--- src/design/assert_macros.svh ---
// Assertion macros shared by the pixel format converter RTL.
// Included by bare file name; no other dependencies.
// In synthesis builds every macro expands to nothing.
`ifndef ASSERT_MACROS_SVH
`define ASSERT_MACROS_SVH
`ifndef SYNTHESIS
// Property must hold at every rising clk edge outside reset.
`define RPFC_ASSERT(lbl, prop, msg) \
    lbl: assert property (@(posedge clk) disable iff (!rst_n) (prop)) else $error(msg);
// Condition must never be true at a rising clk edge outside reset.
`define RPFC_ASSERT_NEVER(lbl, cond, msg) \
    lbl: assert property (@(posedge clk) disable iff (!rst_n) !(cond)) else $error(msg);
`else
`define RPFC_ASSERT(lbl, prop, msg)
`define RPFC_ASSERT_NEVER(lbl, cond, msg)
`endif
`endif

--- src/design/rpfc_pkg.sv ---
// Package for the RGBA pixel format converter: format codes, register
// indexes, byte counts and small helper functions. No dependencies.
`timescale 1ns / 1ps

package rpfc_pkg;

    localparam int PixW = 8;
    localparam int CntW = 3;
    localparam int FmtW = 4;
    localparam int RegIdxW = 2;
    localparam int ApbAddrW = 4;
    localparam int ApbDataW = 32;

    localparam logic [PixW-1:0] FullAlpha = 8'hff;
    localparam logic [PixW-1:0] PadByte = 8'hff;
    localparam logic [CntW-1:0] Count3 = 3'd3;
    localparam logic [CntW-1:0] Count4 = 3'd4;

    typedef enum logic [FmtW-1:0] {
        FMT_RGB  = 4'd0,
        FMT_BGR  = 4'd1,
        FMT_RGBA = 4'd2,
        FMT_ARGB = 4'd3,
        FMT_BGRA = 4'd4,
        FMT_ABGR = 4'd5,
        FMT_XRGB = 4'd6,
        FMT_RGBX = 4'd7,
        FMT_XBGR = 4'd8,
        FMT_BGRX = 4'd9
    } fmt_t;

    typedef enum logic [RegIdxW-1:0] {
        REG_OUT_FORMAT = 2'd0,
        REG_BG_RED     = 2'd1,
        REG_BG_GREEN   = 2'd2,
        REG_BG_BLUE    = 2'd3
    } reg_idx_t;

    localparam logic [FmtW-1:0] FmtReset = FMT_RGBA;

    // Codes above BGRX behave as RGBA.
    function automatic fmt_t fmt_effective(input logic [FmtW-1:0] code);
        fmt_t f;
        if (code > FMT_BGRX) begin
            f = FMT_RGBA;
        end else begin
            f = fmt_t'(code);
        end
        return f;
    endfunction

    function automatic logic fmt_has_alpha(input fmt_t f);
        return (f == FMT_RGBA) || (f == FMT_ARGB) || (f == FMT_BGRA) || (f == FMT_ABGR);
    endfunction

endpackage

--- src/design/rgba_pixel_format_converter.sv ---
// Top level of the RGBA8888 pixel format converter: APB register file,
// two-register pixel path, blend units (rpfc_blend) and byte packing. Uses rpfc_pkg.
`timescale 1ns / 1ps
`include "assert_macros.svh"

// Channel   Handshake                  Payload
// -------   ------------------------   ---------------------------------------------
// input     in_valid / in_stall        in_red, in_green, in_blue, in_alpha, in_last
// output    out_valid / out_stall      out_byte0..3, byte_count, out_last, image_opaque
// config    APB psel/penable/pwrite    paddr, pwdata, prdata, pready (always high)
//
// Throughput is one pixel per clock while out_stall is low. A pixel enters the
// input register, then passes the blend multiplier into the result register.
// The result register and the input register form a two-deep pipeline, so a new
// pixel is taken while a finished one waits on out_stall.
// in_stall rises only when both registers are full and the output is stalled.
// Reset clears both valid flags, loads the reset register values and sets the
// opaque-run flag; no clearing pass is needed.

module rgba_pixel_format_converter (
    input  logic                              clk,
    input  logic                              rst_n,
    // APB configuration port
    input  logic                              psel,
    input  logic                              penable,
    input  logic                              pwrite,
    input  logic [rpfc_pkg::ApbAddrW-1:0]     paddr,
    input  logic [rpfc_pkg::ApbDataW-1:0]     pwdata,
    output logic [rpfc_pkg::ApbDataW-1:0]     prdata,
    output logic                              pready,
    // Pixel input
    input  logic                              in_valid,
    output logic                              in_stall,
    input  logic [rpfc_pkg::PixW-1:0]         in_red,
    input  logic [rpfc_pkg::PixW-1:0]         in_green,
    input  logic [rpfc_pkg::PixW-1:0]         in_blue,
    input  logic [rpfc_pkg::PixW-1:0]         in_alpha,
    input  logic                              in_last,
    // Packed pixel output
    output logic                              out_valid,
    input  logic                              out_stall,
    output logic [rpfc_pkg::PixW-1:0]         out_byte0,
    output logic [rpfc_pkg::PixW-1:0]         out_byte1,
    output logic [rpfc_pkg::PixW-1:0]         out_byte2,
    output logic [rpfc_pkg::PixW-1:0]         out_byte3,
    output logic [rpfc_pkg::CntW-1:0]         byte_count,
    output logic                              out_last,
    output logic                              image_opaque
);

    // ------------------------------------------------------------------
    // Configuration registers. The index is the word address; the low
    // two address bits select bytes within a word and are ignored.
    // ------------------------------------------------------------------
    logic [rpfc_pkg::FmtW-1:0]    out_format_reg;
    logic [rpfc_pkg::PixW-1:0]    bg_red_reg;
    logic [rpfc_pkg::PixW-1:0]    bg_green_reg;
    logic [rpfc_pkg::PixW-1:0]    bg_blue_reg;
    logic                         cfg_write;
    rpfc_pkg::reg_idx_t           cfg_idx;

    assign pready    = 1'b1;
    assign cfg_write = psel && penable && pwrite;
    assign cfg_idx   = rpfc_pkg::reg_idx_t'(paddr[rpfc_pkg::ApbAddrW-1:2]);

    always_ff @(posedge clk or negedge rst_n)
    begin
        if (!rst_n)
        begin
            out_format_reg <= rpfc_pkg::FmtReset;
            bg_red_reg     <= '0;
            bg_green_reg   <= '0;
            bg_blue_reg    <= '0;
        end
        else if (cfg_write)
        begin
            unique case (cfg_idx)
                rpfc_pkg::REG_OUT_FORMAT: out_format_reg <= pwdata[rpfc_pkg::FmtW-1:0];
                rpfc_pkg::REG_BG_RED:     bg_red_reg     <= pwdata[rpfc_pkg::PixW-1:0];
                rpfc_pkg::REG_BG_GREEN:   bg_green_reg   <= pwdata[rpfc_pkg::PixW-1:0];
                rpfc_pkg::REG_BG_BLUE:    bg_blue_reg    <= pwdata[rpfc_pkg::PixW-1:0];
                default: ;
            endcase
        end
    end

    always_comb
    begin
        prdata = '0;
        unique case (cfg_idx)
            rpfc_pkg::REG_OUT_FORMAT: prdata[rpfc_pkg::FmtW-1:0] = out_format_reg;
            rpfc_pkg::REG_BG_RED:     prdata[rpfc_pkg::PixW-1:0] = bg_red_reg;
            rpfc_pkg::REG_BG_GREEN:   prdata[rpfc_pkg::PixW-1:0] = bg_green_reg;
            rpfc_pkg::REG_BG_BLUE:    prdata[rpfc_pkg::PixW-1:0] = bg_blue_reg;
            default: ;
        endcase
    end

    // ------------------------------------------------------------------
    // Pipeline control. The input register advances into the result
    // register whenever the result register is empty or being drained.
    // ------------------------------------------------------------------
    logic                         s1_valid_reg;
    logic                         s1_valid_next;
    logic                         out_valid_reg;
    logic                         out_valid_next;
    logic                         s1_advance;
    logic                         in_take;

    assign s1_advance = s1_valid_reg && (!out_valid_reg || !out_stall);
    assign in_stall   = s1_valid_reg && !s1_advance;
    assign in_take    = in_valid && !in_stall;

    always_comb
    begin
        s1_valid_next = s1_valid_reg;
        if (in_take)
        begin
            s1_valid_next = 1'b1;
        end
        else if (s1_advance)
        begin
            s1_valid_next = 1'b0;
        end

        out_valid_next = out_valid_reg;
        if (s1_advance)
        begin
            out_valid_next = 1'b1;
        end
        else if (!out_stall)
        begin
            out_valid_next = 1'b0;
        end
    end

    always_ff @(posedge clk or negedge rst_n)
    begin
        if (!rst_n)
        begin
            s1_valid_reg  <= 1'b0;
            out_valid_reg <= 1'b0;
        end
        else
        begin
            s1_valid_reg  <= s1_valid_next;
            out_valid_reg <= out_valid_next;
        end
    end

    assign out_valid = out_valid_reg;

    // ------------------------------------------------------------------
    // Input register: the source pixel as accepted.
    // ------------------------------------------------------------------
    logic [rpfc_pkg::PixW-1:0]    s1_red_reg;
    logic [rpfc_pkg::PixW-1:0]    s1_green_reg;
    logic [rpfc_pkg::PixW-1:0]    s1_blue_reg;
    logic [rpfc_pkg::PixW-1:0]    s1_alpha_reg;
    logic                         s1_last_reg;

    always_ff @(posedge clk)
    begin
        if (in_take)
        begin
            s1_red_reg   <= in_red;
            s1_green_reg <= in_green;
            s1_blue_reg  <= in_blue;
            s1_alpha_reg <= in_alpha;
            s1_last_reg  <= in_last;
        end
    end

    // ------------------------------------------------------------------
    // Blend and pack. Configuration must change only while the block is idle;
    // the block does not enforce it. If kept, this reads the arrival-time value.
    // ------------------------------------------------------------------
    rpfc_pkg::fmt_t               fmt;
    logic                         has_alpha;
    logic [rpfc_pkg::PixW-1:0]    mix_red;
    logic [rpfc_pkg::PixW-1:0]    mix_green;
    logic [rpfc_pkg::PixW-1:0]    mix_blue;
    logic [rpfc_pkg::PixW-1:0]    ch_red;
    logic [rpfc_pkg::PixW-1:0]    ch_green;
    logic [rpfc_pkg::PixW-1:0]    ch_blue;
    logic [rpfc_pkg::PixW-1:0]    ch_alpha;
    logic [rpfc_pkg::PixW-1:0]    byte0_next;
    logic [rpfc_pkg::PixW-1:0]    byte1_next;
    logic [rpfc_pkg::PixW-1:0]    byte2_next;
    logic [rpfc_pkg::PixW-1:0]    byte3_next;
    logic [rpfc_pkg::CntW-1:0]    count_next;
    logic                         opaque_run;
    logic                         opaque_next;
    logic                         all_alpha_full_reg;
    logic                         all_alpha_full_next;

    assign fmt       = rpfc_pkg::fmt_effective(out_format_reg);
    assign has_alpha = rpfc_pkg::fmt_has_alpha(fmt);

    rpfc_blend u_blend_red (
        .color (s1_red_reg),
        .bg    (bg_red_reg),
        .alpha (s1_alpha_reg),
        .mixed (mix_red)
    );

    rpfc_blend u_blend_green (
        .color (s1_green_reg),
        .bg    (bg_green_reg),
        .alpha (s1_alpha_reg),
        .mixed (mix_green)
    );

    rpfc_blend u_blend_blue (
        .color (s1_blue_reg),
        .bg    (bg_blue_reg),
        .alpha (s1_alpha_reg),
        .mixed (mix_blue)
    );

    // Alpha formats pass colors through; the rest use the blended values.
    assign ch_red   = has_alpha ? s1_red_reg   : mix_red;
    assign ch_green = has_alpha ? s1_green_reg : mix_green;
    assign ch_blue  = has_alpha ? s1_blue_reg  : mix_blue;
    assign ch_alpha = s1_alpha_reg;

    always_comb
    begin
        byte0_next = ch_red;
        byte1_next = ch_green;
        byte2_next = ch_blue;
        byte3_next = ch_alpha;
        count_next = rpfc_pkg::Count4;
        unique case (fmt)
            rpfc_pkg::FMT_RGB:
            begin
                byte3_next = '0;
                count_next = rpfc_pkg::Count3;
            end
            rpfc_pkg::FMT_BGR:
            begin
                byte0_next = ch_blue;
                byte2_next = ch_red;
                byte3_next = '0;
                count_next = rpfc_pkg::Count3;
            end
            rpfc_pkg::FMT_ARGB:
            begin
                byte0_next = ch_alpha;
                byte1_next = ch_red;
                byte2_next = ch_green;
                byte3_next = ch_blue;
            end
            rpfc_pkg::FMT_BGRA:
            begin
                byte0_next = ch_blue;
                byte2_next = ch_red;
            end
            rpfc_pkg::FMT_ABGR:
            begin
                byte0_next = ch_alpha;
                byte1_next = ch_blue;
                byte2_next = ch_green;
                byte3_next = ch_red;
            end
            rpfc_pkg::FMT_XRGB:
            begin
                byte0_next = rpfc_pkg::PadByte;
                byte1_next = ch_red;
                byte2_next = ch_green;
                byte3_next = ch_blue;
            end
            rpfc_pkg::FMT_RGBX:
            begin
                byte3_next = rpfc_pkg::PadByte;
            end
            rpfc_pkg::FMT_XBGR:
            begin
                byte0_next = rpfc_pkg::PadByte;
                byte1_next = ch_blue;
                byte2_next = ch_green;
                byte3_next = ch_red;
            end
            rpfc_pkg::FMT_BGRX:
            begin
                byte0_next = ch_blue;
                byte2_next = ch_red;
                byte3_next = rpfc_pkg::PadByte;
            end
            default: ;  // RGBA keeps the defaults above.
        endcase
    end

    // The opaque run covers every pixel of the image up to and including
    // this one; it restarts after the last pixel.
    assign opaque_run          = all_alpha_full_reg && (s1_alpha_reg == rpfc_pkg::FullAlpha);
    assign opaque_next         = s1_last_reg && (!has_alpha || opaque_run);
    assign all_alpha_full_next = s1_last_reg ? 1'b1 : opaque_run;

    always_ff @(posedge clk or negedge rst_n)
    begin
        if (!rst_n)
        begin
            all_alpha_full_reg <= 1'b1;
        end
        else if (s1_advance)
        begin
            all_alpha_full_reg <= all_alpha_full_next;
        end
    end

    // ------------------------------------------------------------------
    // Result register.
    // ------------------------------------------------------------------
    logic [rpfc_pkg::PixW-1:0]    out_byte0_reg;
    logic [rpfc_pkg::PixW-1:0]    out_byte1_reg;
    logic [rpfc_pkg::PixW-1:0]    out_byte2_reg;
    logic [rpfc_pkg::PixW-1:0]    out_byte3_reg;
    logic [rpfc_pkg::CntW-1:0]    byte_count_reg;
    logic                         out_last_reg;
    logic                         image_opaque_reg;

    always_ff @(posedge clk)
    begin
        if (s1_advance)
        begin
            out_byte0_reg    <= byte0_next;
            out_byte1_reg    <= byte1_next;
            out_byte2_reg    <= byte2_next;
            out_byte3_reg    <= byte3_next;
            byte_count_reg   <= count_next;
            out_last_reg     <= s1_last_reg;
            image_opaque_reg <= opaque_next;
        end
    end

    assign out_byte0    = out_byte0_reg;
    assign out_byte1    = out_byte1_reg;
    assign out_byte2    = out_byte2_reg;
    assign out_byte3    = out_byte3_reg;
    assign byte_count   = byte_count_reg;
    assign out_last     = out_last_reg;
    assign image_opaque = image_opaque_reg;

    // ------------------------------------------------------------------
    // Assertions
    // ------------------------------------------------------------------
    `RPFC_ASSERT(a_stall_only_when_full, in_stall |-> (s1_valid_reg && out_valid_reg), "in_stall while pipeline has room")
    `RPFC_ASSERT(a_count_legal, out_valid_reg |-> (byte_count_reg == rpfc_pkg::Count3 || byte_count_reg == rpfc_pkg::Count4), "byte_count not 3 or 4")
    `RPFC_ASSERT_NEVER(a_opaque_without_last, out_valid_reg && image_opaque_reg && !out_last_reg, "image_opaque set off the last pixel")
    `RPFC_ASSERT(a_short_pixel_zero, (out_valid_reg && byte_count_reg == rpfc_pkg::Count3) |-> (out_byte3_reg == '0), "byte3 nonzero on a three-byte pixel")
    `RPFC_ASSERT(a_opaque_restart, (s1_advance && s1_last_reg) |=> all_alpha_full_reg, "opaque run not restarted after last pixel")

endmodule

--- src/design/rpfc_blend.sv ---
// One color channel blended over the background: floor((c*a + bg*(255-a))/255).
// Uses rpfc_pkg for widths.
`timescale 1ns / 1ps

module rpfc_blend (
    input  logic [rpfc_pkg::PixW-1:0] color,
    input  logic [rpfc_pkg::PixW-1:0] bg,
    input  logic [rpfc_pkg::PixW-1:0] alpha,
    output logic [rpfc_pkg::PixW-1:0] mixed
);

    // c*a + bg*(255-a) is rewritten as a*(c-bg) + 255*bg, one 9x9 signed product.
    logic signed [8:0]  diff;
    logic signed [8:0]  alpha_s;
    logic signed [17:0] prod;
    logic [15:0]        base;
    logic signed [17:0] total;
    logic [15:0]        mix;
    logic [16:0]        quot;

    assign diff    = signed'({1'b0, color}) - signed'({1'b0, bg});
    assign alpha_s = signed'({1'b0, alpha});
    assign prod    = diff * alpha_s;
    assign base    = {bg, 8'h00} - {8'h00, bg};
    assign total   = prod + signed'({2'b00, base});
    // The blend is a convex mix, so the total stays within 0..65025.
    assign mix     = total[15:0];
    // Division by 255 for values below 65535: (x + 1 + (x >> 8)) >> 8.
    assign quot    = {1'b0, mix} + 17'd1 + {9'd0, mix[15:8]};
    assign mixed   = quot[15:8];

endmodule

--- config.mk ---
export PLATFORM = sky130hd
export DESIGN_NAME = rgba_pixel_format_converter
export DESIGN_NICKNAME = d
export VERILOG_FILES = /design/src/design/rpfc_pkg.sv /design/src/design/rgba_pixel_format_converter.sv /design/src/design/rpfc_blend.sv
export VERILOG_INCLUDE_DIRS = /design/src /design/src/design
export SDC_FILE = /design/constraint.sdc
export NUM_CORES = 1
export LEC_CHECK = 0
export BUFFER_PORTS_ARGS = -buffer_cell sky130_fd_sc_hd__buf_2
export CAP_MARGIN = 40
export CELL_PAD_IN_SITES_DETAIL_PLACEMENT = 1
export CELL_PAD_IN_SITES_GLOBAL_PLACEMENT = 2
export CORE_MARGIN = 2
export CORE_UTILIZATION = 43
export DETAILED_ROUTE_END_ITERATION = 8
export HOLD_SLACK_MARGIN = 0.1
export PLACE_DENSITY_LB_ADDON = 0.2
export SETUP_SLACK_MARGIN = 0.02
export SYNTH_ARGS = -nofsm -noshare
export SYNTH_HDL_FRONTEND = slang
export SYNTH_HIERARCHICAL = 1
export SYNTH_SLANG_ARGS = --single-unit
--- constraint.sdc ---
create_clock -name clk -period 24.7 [get_ports clk]
set_input_delay 4.94 -clock clk [delete_from_list [all_inputs] [get_ports clk]]
set_output_delay 4.94 -clock clk [all_outputs]
set_load 0.03 [all_outputs]
==> results_dict.tcl, run 1 <==
set metrics [dict create \
    dp.cells 2465 \
    buffer_levels_on_the_longest_clock_path 2 \
    detailed_routing_iterations_pass_1 5 \
    netlist-cell-type-count 101 \
    slew_headroom 0.3934 \
    placement.setup.worst_slack_ns 13.65 \
    timing.setup.tns_ns 0 \
    finalCritPeriodShare 0.4483 \
    synth.top_cell.area_share 0.2643 \
    yosys_warnings 6 \
    synth_seq_area_share 0.1629 \
    crit_end_category "output pin" \
    place.gp.congestion 0.8509 \
    synth-main-ff-cell "sky130_fd_sc_hd__edfxtp_1" \
    number_of_hold_buffers_added_after_cts 0 \
    worstHoldPathCells 2 \
    fin_ws_ns 13.63 \
    synth_top_area_cell "sky130_fd_sc_hd__fa_1" \
    synth_async_sr_flop_share 0.3100 \
    drv.max_cap_violation_count 0 \
    grt_antenna_before_repair 4 \
    critPathMaxFanout 12 \
    max_freq_mhz 90.32 \
    synth_edf_count 69 \
    share_of_final_layout_standard_cells_stronger_than_drive_strength_1 0.1109 \
    rsz0062_at_grt "false" \
    tritoncts.num_buffers 9 \
    grt_max_degree 43 \
    mean_instance_size_in_the_synthesized_netlist_um2 9.366 \
    core_um2 39910 \
    final.fill_count 4622 \
    groute.usage.overall 0.2585 \
    floorplan.die.height_um 205.7 \
    initial_core_util 0.4383 \
    grt_overflow_total 0 \
    final_period_minus_worst_setup_slack_ns 11.07 \
    cp.required_ns 19.76 \
    route.detailed.vias_per_inst 5.416 \
    synth.area.top_cells "sky130_fd_sc_hd__fa_1 (26%), sky130_fd_sc_hd__edfxtp_1 (12%), sky130_fd_sc_hd__ha_1 (11%)" \
    final-instance-count-excl-fill 2483 \
    die_area_um2 42320 \
    ys_seq_elements 100 \
    io-pin-count 148 \
    final_nets 2408 \
    final.setup_skew_ns 0.02973 \
    tritoncts "yes" \
    cts-htree-levels 3 \
    ctsResizeCount 0 \
    totalWireLength_mm 52.37 \
    timing.reg2reg.worst_path_depth 33 \
    worst_hold_path_type "reg -> reg" \
    worst_margin_slew_ns 0.9099 \
    tritoncts_num_sinks 100 \
    outcome "finished clean" \
    detail-route-antenna-nets 0 \
    synthCells 1868 \
    root_buf_cell "sky130_fd_sc_hd__clkbuf_16" \
    global_route_wire_length_before_repair_mm 82.54 \
    timing.critical_path.from_type "input port" \
    final_count_of_hold_timing_violations 0 \
    vias_in_the_first_global_route 14690 \
    die_width_um 205.7 \
    setup_viol 0 \
    wire_length_per_cell_um 21.09 \
    num_vias 13450 \
    detail_route.drc_violations 0 \
    clock_latency_of_the_later_clocked_register_in_the_worst_skew_pair_ns 0.41 \
    place.port_buffers 96 \
    final-max-slew-violation-count 0 \
    detailedRoute.firstIterationViolations 737 \
    cp.arrival_ns 6.13 \
    synth_cell_area_um2 17500 \
    placementRows 73 \
    critical_path_class "in -> out" \
    post_cts.repair.setup_buffers 0 \
    syn_to_final_growth_pct 7.581 \
    path_clk_slew_ns 0.10 \
    dp.final_hpwl_mm 42.90 \
]
==> cells by family (layout without fill, tap and decap cells) <==
logic type               after synthesis  after routing  share of synthesized area
AND/OR/NAND/NOR                      481            481                     0.1420
adder cells (fa/ha/maj)              382            382                     0.3722
flip-flops                           100            100                     0.1629
AO/OA/AOI/OAI                        296            296                     0.1264
buffers and inverters                451            516                     0.1051
XOR/XNOR                              98             98                    0.05278
multiplexers                          58             58                    0.03819
other                                  2             27                  0.0004293
==> Yosys cell counts (28+ instances only) <==
| master | count |
|---|---|
| sky130_fd_sc_hd__a21oi_1 | 40 |
| sky130_fd_sc_hd__and2_1 | 60 |
| sky130_fd_sc_hd__clkbuf_1 | 28 |
| sky130_fd_sc_hd__dfrtp_1 | 29 |
| sky130_fd_sc_hd__edfxtp_1 | 69 |
| sky130_fd_sc_hd__fa_1 | 231 |
| sky130_fd_sc_hd__ha_1 | 150 |
| sky130_fd_sc_hd__inv_1 | 378 |
| sky130_fd_sc_hd__nand2_1 | 165 |
| sky130_fd_sc_hd__nor2_1 | 68 |
| sky130_fd_sc_hd__nor2b_1 | 43 |
| sky130_fd_sc_hd__o21ai_0 | 49 |
| sky130_fd_sc_hd__xnor2_1 | 76 |
==> layout make-up <==
class                   instances  area [µm²]  area share
repair buffers                122       693.2     0.03683
flip-flops and latches        100        2850      0.1514
well taps                     525       656.9     0.03490
inverters                     378        1419     0.07538
multi-input cells            1340       12890      0.6850
clock buffers                   9       225.2     0.01197
clock inverters                 7       78.83    0.004188
diodes                          2       5.005   0.0002659
==> worst paths after layout <==
| check | from | end | slack, ns |
|---|---|---|---|
| worst min register to register | all_alpha_full_reg | all_alpha_full_reg | 0.49 |
| min in group asynchronous | rst_n | bg_green_reg[7] | 4.60 |
| worst max register to register | bg_blue_reg[2] | out_byte1[1] | 14.30 |
| max in group asynchronous | rst_n | bg_red_reg[6] | 19.62 |
| worst max-delay path | paddr[3] | prdata[1] | 13.63 |
| worst min-delay path | all_alpha_full_reg | all_alpha_full_reg | 0.49 |
==> placed cells by master (no fill, tap or decap), drive strengths merged, types with 5 or more instances in the layout <==
cell	Yosys	final
inv	378	381
fa	231	231
nand2	168	168
ha	150	150
buf	45	122
xnor2	80	80
edfxtp	69	69
nor2	69	69
o21ai	62	62
and2	60	60
nor2b	44	44
a21oi	43	43
mux2	30	30
dfrtp	29	29
nor3	27	27
nand2b	26	26
conb	2	25
mux2i	24	24
nand3	24	24
a211oi	20	20
o211ai	17	17
a21o	16	16
o221ai	16	16
xor2	16	16
and3	15	15
o21a	15	15
a31oi	14	14
a21boi	12	12
o21bai	11	11
o2111ai	10	10
clkbuf	28	9
or3	9	9
o22a	8	8
o32a	8	8
o31ai	8	8
a211o	7	7
nand3b	7	7
or2	7	7
o311ai	5	5
==> per-stage QoR <==
step / instance area (µm²) / util / hold slack [ns]
floorplan: 17580 / - / 0.4513
global placement: 18410 / 0.4611 / 0.4647
detailed placement: 18510 / 0.4638 / 0.4777
CTS: 18820 / 0.4714 / 0.4920
global route: 18820 / 0.4716 / 0.5301
finish: 18820 / 0.4716 / 0.4868
==> layer usage <==
metal	GRT usage	vias to the layer above	share of wire
li1	-	6230	-
met1	0.3405	6840	0.44
met2	0.4298	315	0.48
met3	0.04736	61	0.054
met4	0.08350	2	0.029
met5	0	-	0.00021
==> worst max-delay path, stage by stage <==
cell and delay, ns:
sky130_fd_sc_hd__buf_2 0.32, sky130_fd_sc_hd__mux4_2 0.64, sky130_fd_sc_hd__buf_2 0.22
Power of run 1 is not shown: default switching activity piles up to over one toggle a cycle in this logic, so the estimate is an artifact.
==> inputs of run 2 (changes only) <==
CORE_UTILIZATION = 40   (was 43)
clock period = 11.35 ns   (was 24.7 ns; I/O delays follow)
==> results_dict.tcl, run 2 (synthesized netlist as in run 1, its figures left out) <==
set metrics [dict create \
    outcome "finished clean" \
    final_period_minus_worst_setup_slack_ns 9.939 \
    buffer_levels_on_the_longest_clock_path 2 \
    final-max-slew-violation-count 0 \
    crit_end_category "flip-flop" \
    worst_hold_path_type "reg -> reg" \
    tritoncts "yes" \
    final.setup_skew_ns 0.02011 \
    cpMostUsedCell "sky130_fd_sc_hd__fa_1" \
    globalRouteMet1Util 0.3436 \
    detail_route.drc_violations 0 \
    groute.usage.overall 0.2426 \
    place.port_buffers 96 \
    rrSetupSlack_ns 1.41 \
    critPathMaxStageDelay_ns 0.61 \
    final_cell_mix "sky130_fd_sc_hd__inv_1 (378), sky130_fd_sc_hd__fa_1 (231), sky130_fd_sc_hd__nand2_1 (165), sky130_fd_sc_hd__ha_1 (150), sky130_fd_sc_hd__buf_2 (96)" \
    worstHoldPathCells 2 \
    final_nets 2412 \
    tritoncts_num_sinks 100 \
    timing.setup.tns_ns 0 \
    totalWireLength_mm 52.65 \
    timing.critical_path.from_type "flip-flop" \
    antenna-diode-count 0 \
    crit-reg2reg-launch "s1_red_reg[0]" \
    critical_path_class "reg -> reg" \
    clock_latency_of_the_later_clocked_register_in_the_worst_skew_pair_ns 0.41 \
    cts-htree-levels 3 \
    root_buf_cell "sky130_fd_sc_hd__clkbuf_16" \
    vias_in_the_first_global_route 14380 \
    critical-path-top-delay-family "adder cells" \
    cp.required_ns 11.47 \
    slew_headroom 0.3850 \
    detailed_routing_iterations_pass_1 5 \
    worst_setup_ep "out_byte1[2]" \
    setup_viol 0 \
    io-pin-count 148 \
    rsz0062_at_grt "false" \
    timing.reg2reg.worst_path_depth 37 \
    detail-route-antenna-nets 0 \
    worst_margin_slew_ns 0.9159 \
    grt_max_degree 43 \
    critPathMaxFanout 8 \
    syn_to_final_growth_pct 8.281 \
    cp.arrival_ns 10.06 \
    post_cts.repair.setup_buffers 0 \
    wire_length_per_cell_um 20.69 \
    number_of_hold_buffers_added_after_cts 0 \
    cp_num_cells 37 \
    max_freq_mhz 100.6 \
    drv.max_cap_violation_count 0 \
    grt_antenna_before_repair 1 \
    grt_overflow_total 0 \
    layout_commonest_cell "sky130_fd_sc_hd__inv_1" \
    final_count_of_hold_timing_violations 0 \
    place.gp.congestion 0.8675 \
    grt.met2_usage 0.4022 \
    placementRows 76 \
    worst_r2r_endpoint "out_byte1[2]" \
    crit_slowest_cell "sky130_fd_sc_hd__fa_1" \
    path_clk_slew_ns 0.09 \
    global_route_wire_length_before_repair_mm 82.97 \
    grt.met3_usage 0.02324 \
    initial_core_util 0.4053 \
    critical_path.n_buffers_inverters 6 \
    worst_setup_path_startpoint "s1_red_reg[0]" \
    finalCritPeriodShare 0.8757 \
    dp.final_hpwl_mm 43.15 \
    grt.busiest_layer "met2" \
    share_of_final_layout_standard_cells_stronger_than_drive_strength_1 0.1128 \
    core_um2 43170 \
    ctsResizeCount 0 \
    route.detailed.vias_per_inst 5.311 \
    floorplan.die.height_um 213.1 \
    die_width_um 213.1 \
    tritoncts.num_buffers 9 \
    die_area_um2 45430 \
    detailedRoute.firstIterationViolations 597 \
    num_vias 13520 \
]
run 2: stage by stage:
step	cell area, µm²	cells	util	setup WS (ns)	hold WS [ns]
4_1_cts	18940	2544	0.4386	1.181	0.5002
2_1_floorplan	17580	1891	-	2.944	0.4513
5_1_grt	18940	2545	0.4388	0.6219	0.5201
3_3_place_gp	18510	2517	0.4288	1.425	0.4686
3_5_place_dp	18630	2528	0.4316	1.213	0.4863
6_report	18940	2545	0.4388	1.411	0.4970
run 2: layout make-up:
type	instances	area, µm²
clock inverter	7	78.83
tap	585	732.0
clock buffer	9	225.2
inverter	378	1419
timing repair buffer	126	745.7
sequential	100	2850
fill	5090	24230
multi-input combinational	1340	12890
run 2: tightest hold or removal path, cell delays in order (launching register included):
cell and delay, ns:
sky130_fd_sc_hd__dfstp_2 0.38, sky130_fd_sc_hd__nand2_1 0.04, sky130_fd_sc_hd__o21ai_0 0.07
run 2: routing by layer:
layer,vias up,share of wire,routed length [µm]
li1,6226,-,-
met5,-,0,0
met4,0,0.016,867
met1,7009,0.48,25120
met2,232,0.48,25190
met3,50,0.028,1469
run 2: how the worst min path moves through the flow:
| stage | startpoint | end | slack [ns] |
|---|---|---|---|
| finish | all_alpha_full_reg | all_alpha_full_reg | 0.50 |
| global placement | s1_valid_reg | out_valid | 0.47 |
| global route | all_alpha_full_reg | all_alpha_full_reg | 0.52 |
| detailed placement | all_alpha_full_reg | all_alpha_full_reg | 0.49 |
| CTS | all_alpha_full_reg | all_alpha_full_reg | 0.50 |
| floorplan | s1_last_reg | out_last | 0.45 |
Power of run 2 is left out for the same reason.
==> inputs of run 3 (changes only) <==
==> constraint.sdc (replaced) <==
create_clock -name clk -period 11.35 [get_ports clk]
set_input_delay 0.5675 -clock clk [delete_from_list [all_inputs] [get_ports clk]]
set_output_delay 0.5675 -clock clk [all_outputs]
set_load 0.03 [all_outputs]
==> results_dict.tcl, run 3 (synthesized netlist as in run 1, its figures left out) <==
set metrics [dict create \
    outcome "finished clean" \
    final.setup_skew_ns 0.01444 \
    cp.arrival_ns 10.53 \
    timing.setup.tns_ns 0 \
    cpMostUsedCell "sky130_fd_sc_hd__fa_1" \
    floorplan.die.height_um 213.1 \
    cp.required_ns 11.56 \
    number_of_hold_buffers_added_after_cts 0 \
    critPathMaxFanout 8 \
    critical_path_class "reg -> reg" \
    share_of_final_layout_standard_cells_stronger_than_drive_strength_1 0.1118 \
    cts-htree-levels 3 \
    num_vias 13480 \
    worst_hold_path_type "in -> async" \
    placementRows 76 \
    critical_path.n_buffers_inverters 4 \
    critPathMaxStageDelay_ns 0.82 \
    timing.critical_path.from_type "flip-flop" \
    final_period_minus_worst_setup_slack_ns 10.33 \
    crit_end_category "flip-flop" \
    detailed_routing_iterations_pass_1 5 \
    dp.final_hpwl_mm 43.08 \
    ctsResizeCount 0 \
    rrSetupSlack_ns 1.02 \
    place.port_buffers 96 \
    die_area_um2 45430 \
    final_nets 2410 \
    root_buf_cell "sky130_fd_sc_hd__clkbuf_16" \
    path_clk_slew_ns 0.09 \
    finalCritPeriodShare 0.9099 \
    final_count_of_hold_timing_violations 0 \
    drv.max_cap_violation_count 0 \
    io-pin-count 148 \
    wire_length_per_cell_um 20.79 \
    final-max-slew-violation-count 0 \
    route.detailed.vias_per_inst 5.298 \
    critical-path-top-delay-family "adder cells" \
    final_cell_mix "sky130_fd_sc_hd__inv_1 (378), sky130_fd_sc_hd__fa_1 (231), sky130_fd_sc_hd__nand2_1 (165), sky130_fd_sc_hd__ha_1 (150), sky130_fd_sc_hd__buf_2 (96)" \
    tritoncts.num_buffers 9 \
    detailedRoute.firstIterationViolations 624 \
    max_freq_mhz 96.83 \
    slew_headroom 0.3927 \
    setup_viol 0 \
    detail-route-antenna-nets 0 \
    worst_margin_slew_ns 0.8880 \
    grt_max_degree 43 \
    tritoncts "yes" \
    layout_commonest_cell "sky130_fd_sc_hd__inv_1" \
    initial_core_util 0.4053 \
    post_cts.repair.setup_buffers 0 \
    tritoncts_num_sinks 100 \
    die_width_um 213.1 \
    placement.setup.worst_slack_ns 1.207 \
    rsz0062_at_grt "false" \
    global_route_wire_length_before_repair_mm 82.99 \
    fin_ws_ns 1.023 \
    crit_slowest_cell "sky130_fd_sc_hd__a2111oi_0" \
    vias_in_the_first_global_route 14520 \
    detail_route.drc_violations 0 \
    grt_antenna_before_repair 2 \
    clock_latency_of_the_later_clocked_register_in_the_worst_skew_pair_ns 0.40 \
    syn_to_final_growth_pct 8.096 \
    totalWireLength_mm 52.91 \
    buffer_levels_on_the_longest_clock_path 2 \
    core_um2 43170 \
    grt_overflow_total 0 \
    groute.usage.overall 0.2427 \
    place.gp.congestion 0.8637 \
]
[run 3: cell types whose count changed in the layout (fill, tap and decap cells not counted), sizes merged]
| cell | change |
|---|---|
| buf | -2 |
| clkinv | +2 |
| diode | +2 |
| inv | -2 |
[run 3: per-stage QoR]
| stage | cell area, µm² | std cells | utilization | hold WS (ns) |
|---|---|---|---|---|
| finish | 18910 | 2545 | 0.4381 | 0.2362 |
| global route | 18910 | 2543 | 0.4379 | 0.2901 |
| CTS | 18910 | 2543 | 0.4379 | 0.2309 |
| detailed placement | 18610 | 2527 | 0.4310 | 0.4947 |
| global placement | 18510 | 2517 | 0.4288 | 0.4697 |
| floorplan | 17580 | 1891 | - | 0.2719 |
[run 3: worst paths after layout]
kind | startpoint | endpoint | cells past startpoint
setup / recovery | bg_blue_reg[2] | out_byte1[1] | 33
hold / removal | rst_n | bg_green_reg[0] | 1
setup reg to reg | bg_blue_reg[2] | out_byte1[1] | 33
hold reg to reg | s1_valid_reg | out_valid | 1
max in group asynchronous | rst_n | s1_valid_reg | 1
min in group clk | in_green[3] | s1_green_reg[3] | 1
[run 3: routing by layer]
| metal | global-route usage | wire (µm) |
|---|---|---|
| met1 | 0.3319 | 24470 |
| met2 | 0.4035 | 25330 |
| met4 | 0.06130 | 1033 |
| met3 | 0.03648 | 2076 |
| met5 | 0 | 0 |
[run 3: cell type report]
type,instances,area [µm²]
diodes,2,5.005
clock buffers,9,225.2
clock inverters,7,76.32
fillers,5103,24260
inverters,378,1419
multi-input cells,1340,12890
flip-flops and latches,100,2850
well taps,585,732.0
repair buffers,124,710.7
Power of run 3 is left out for the same reason.
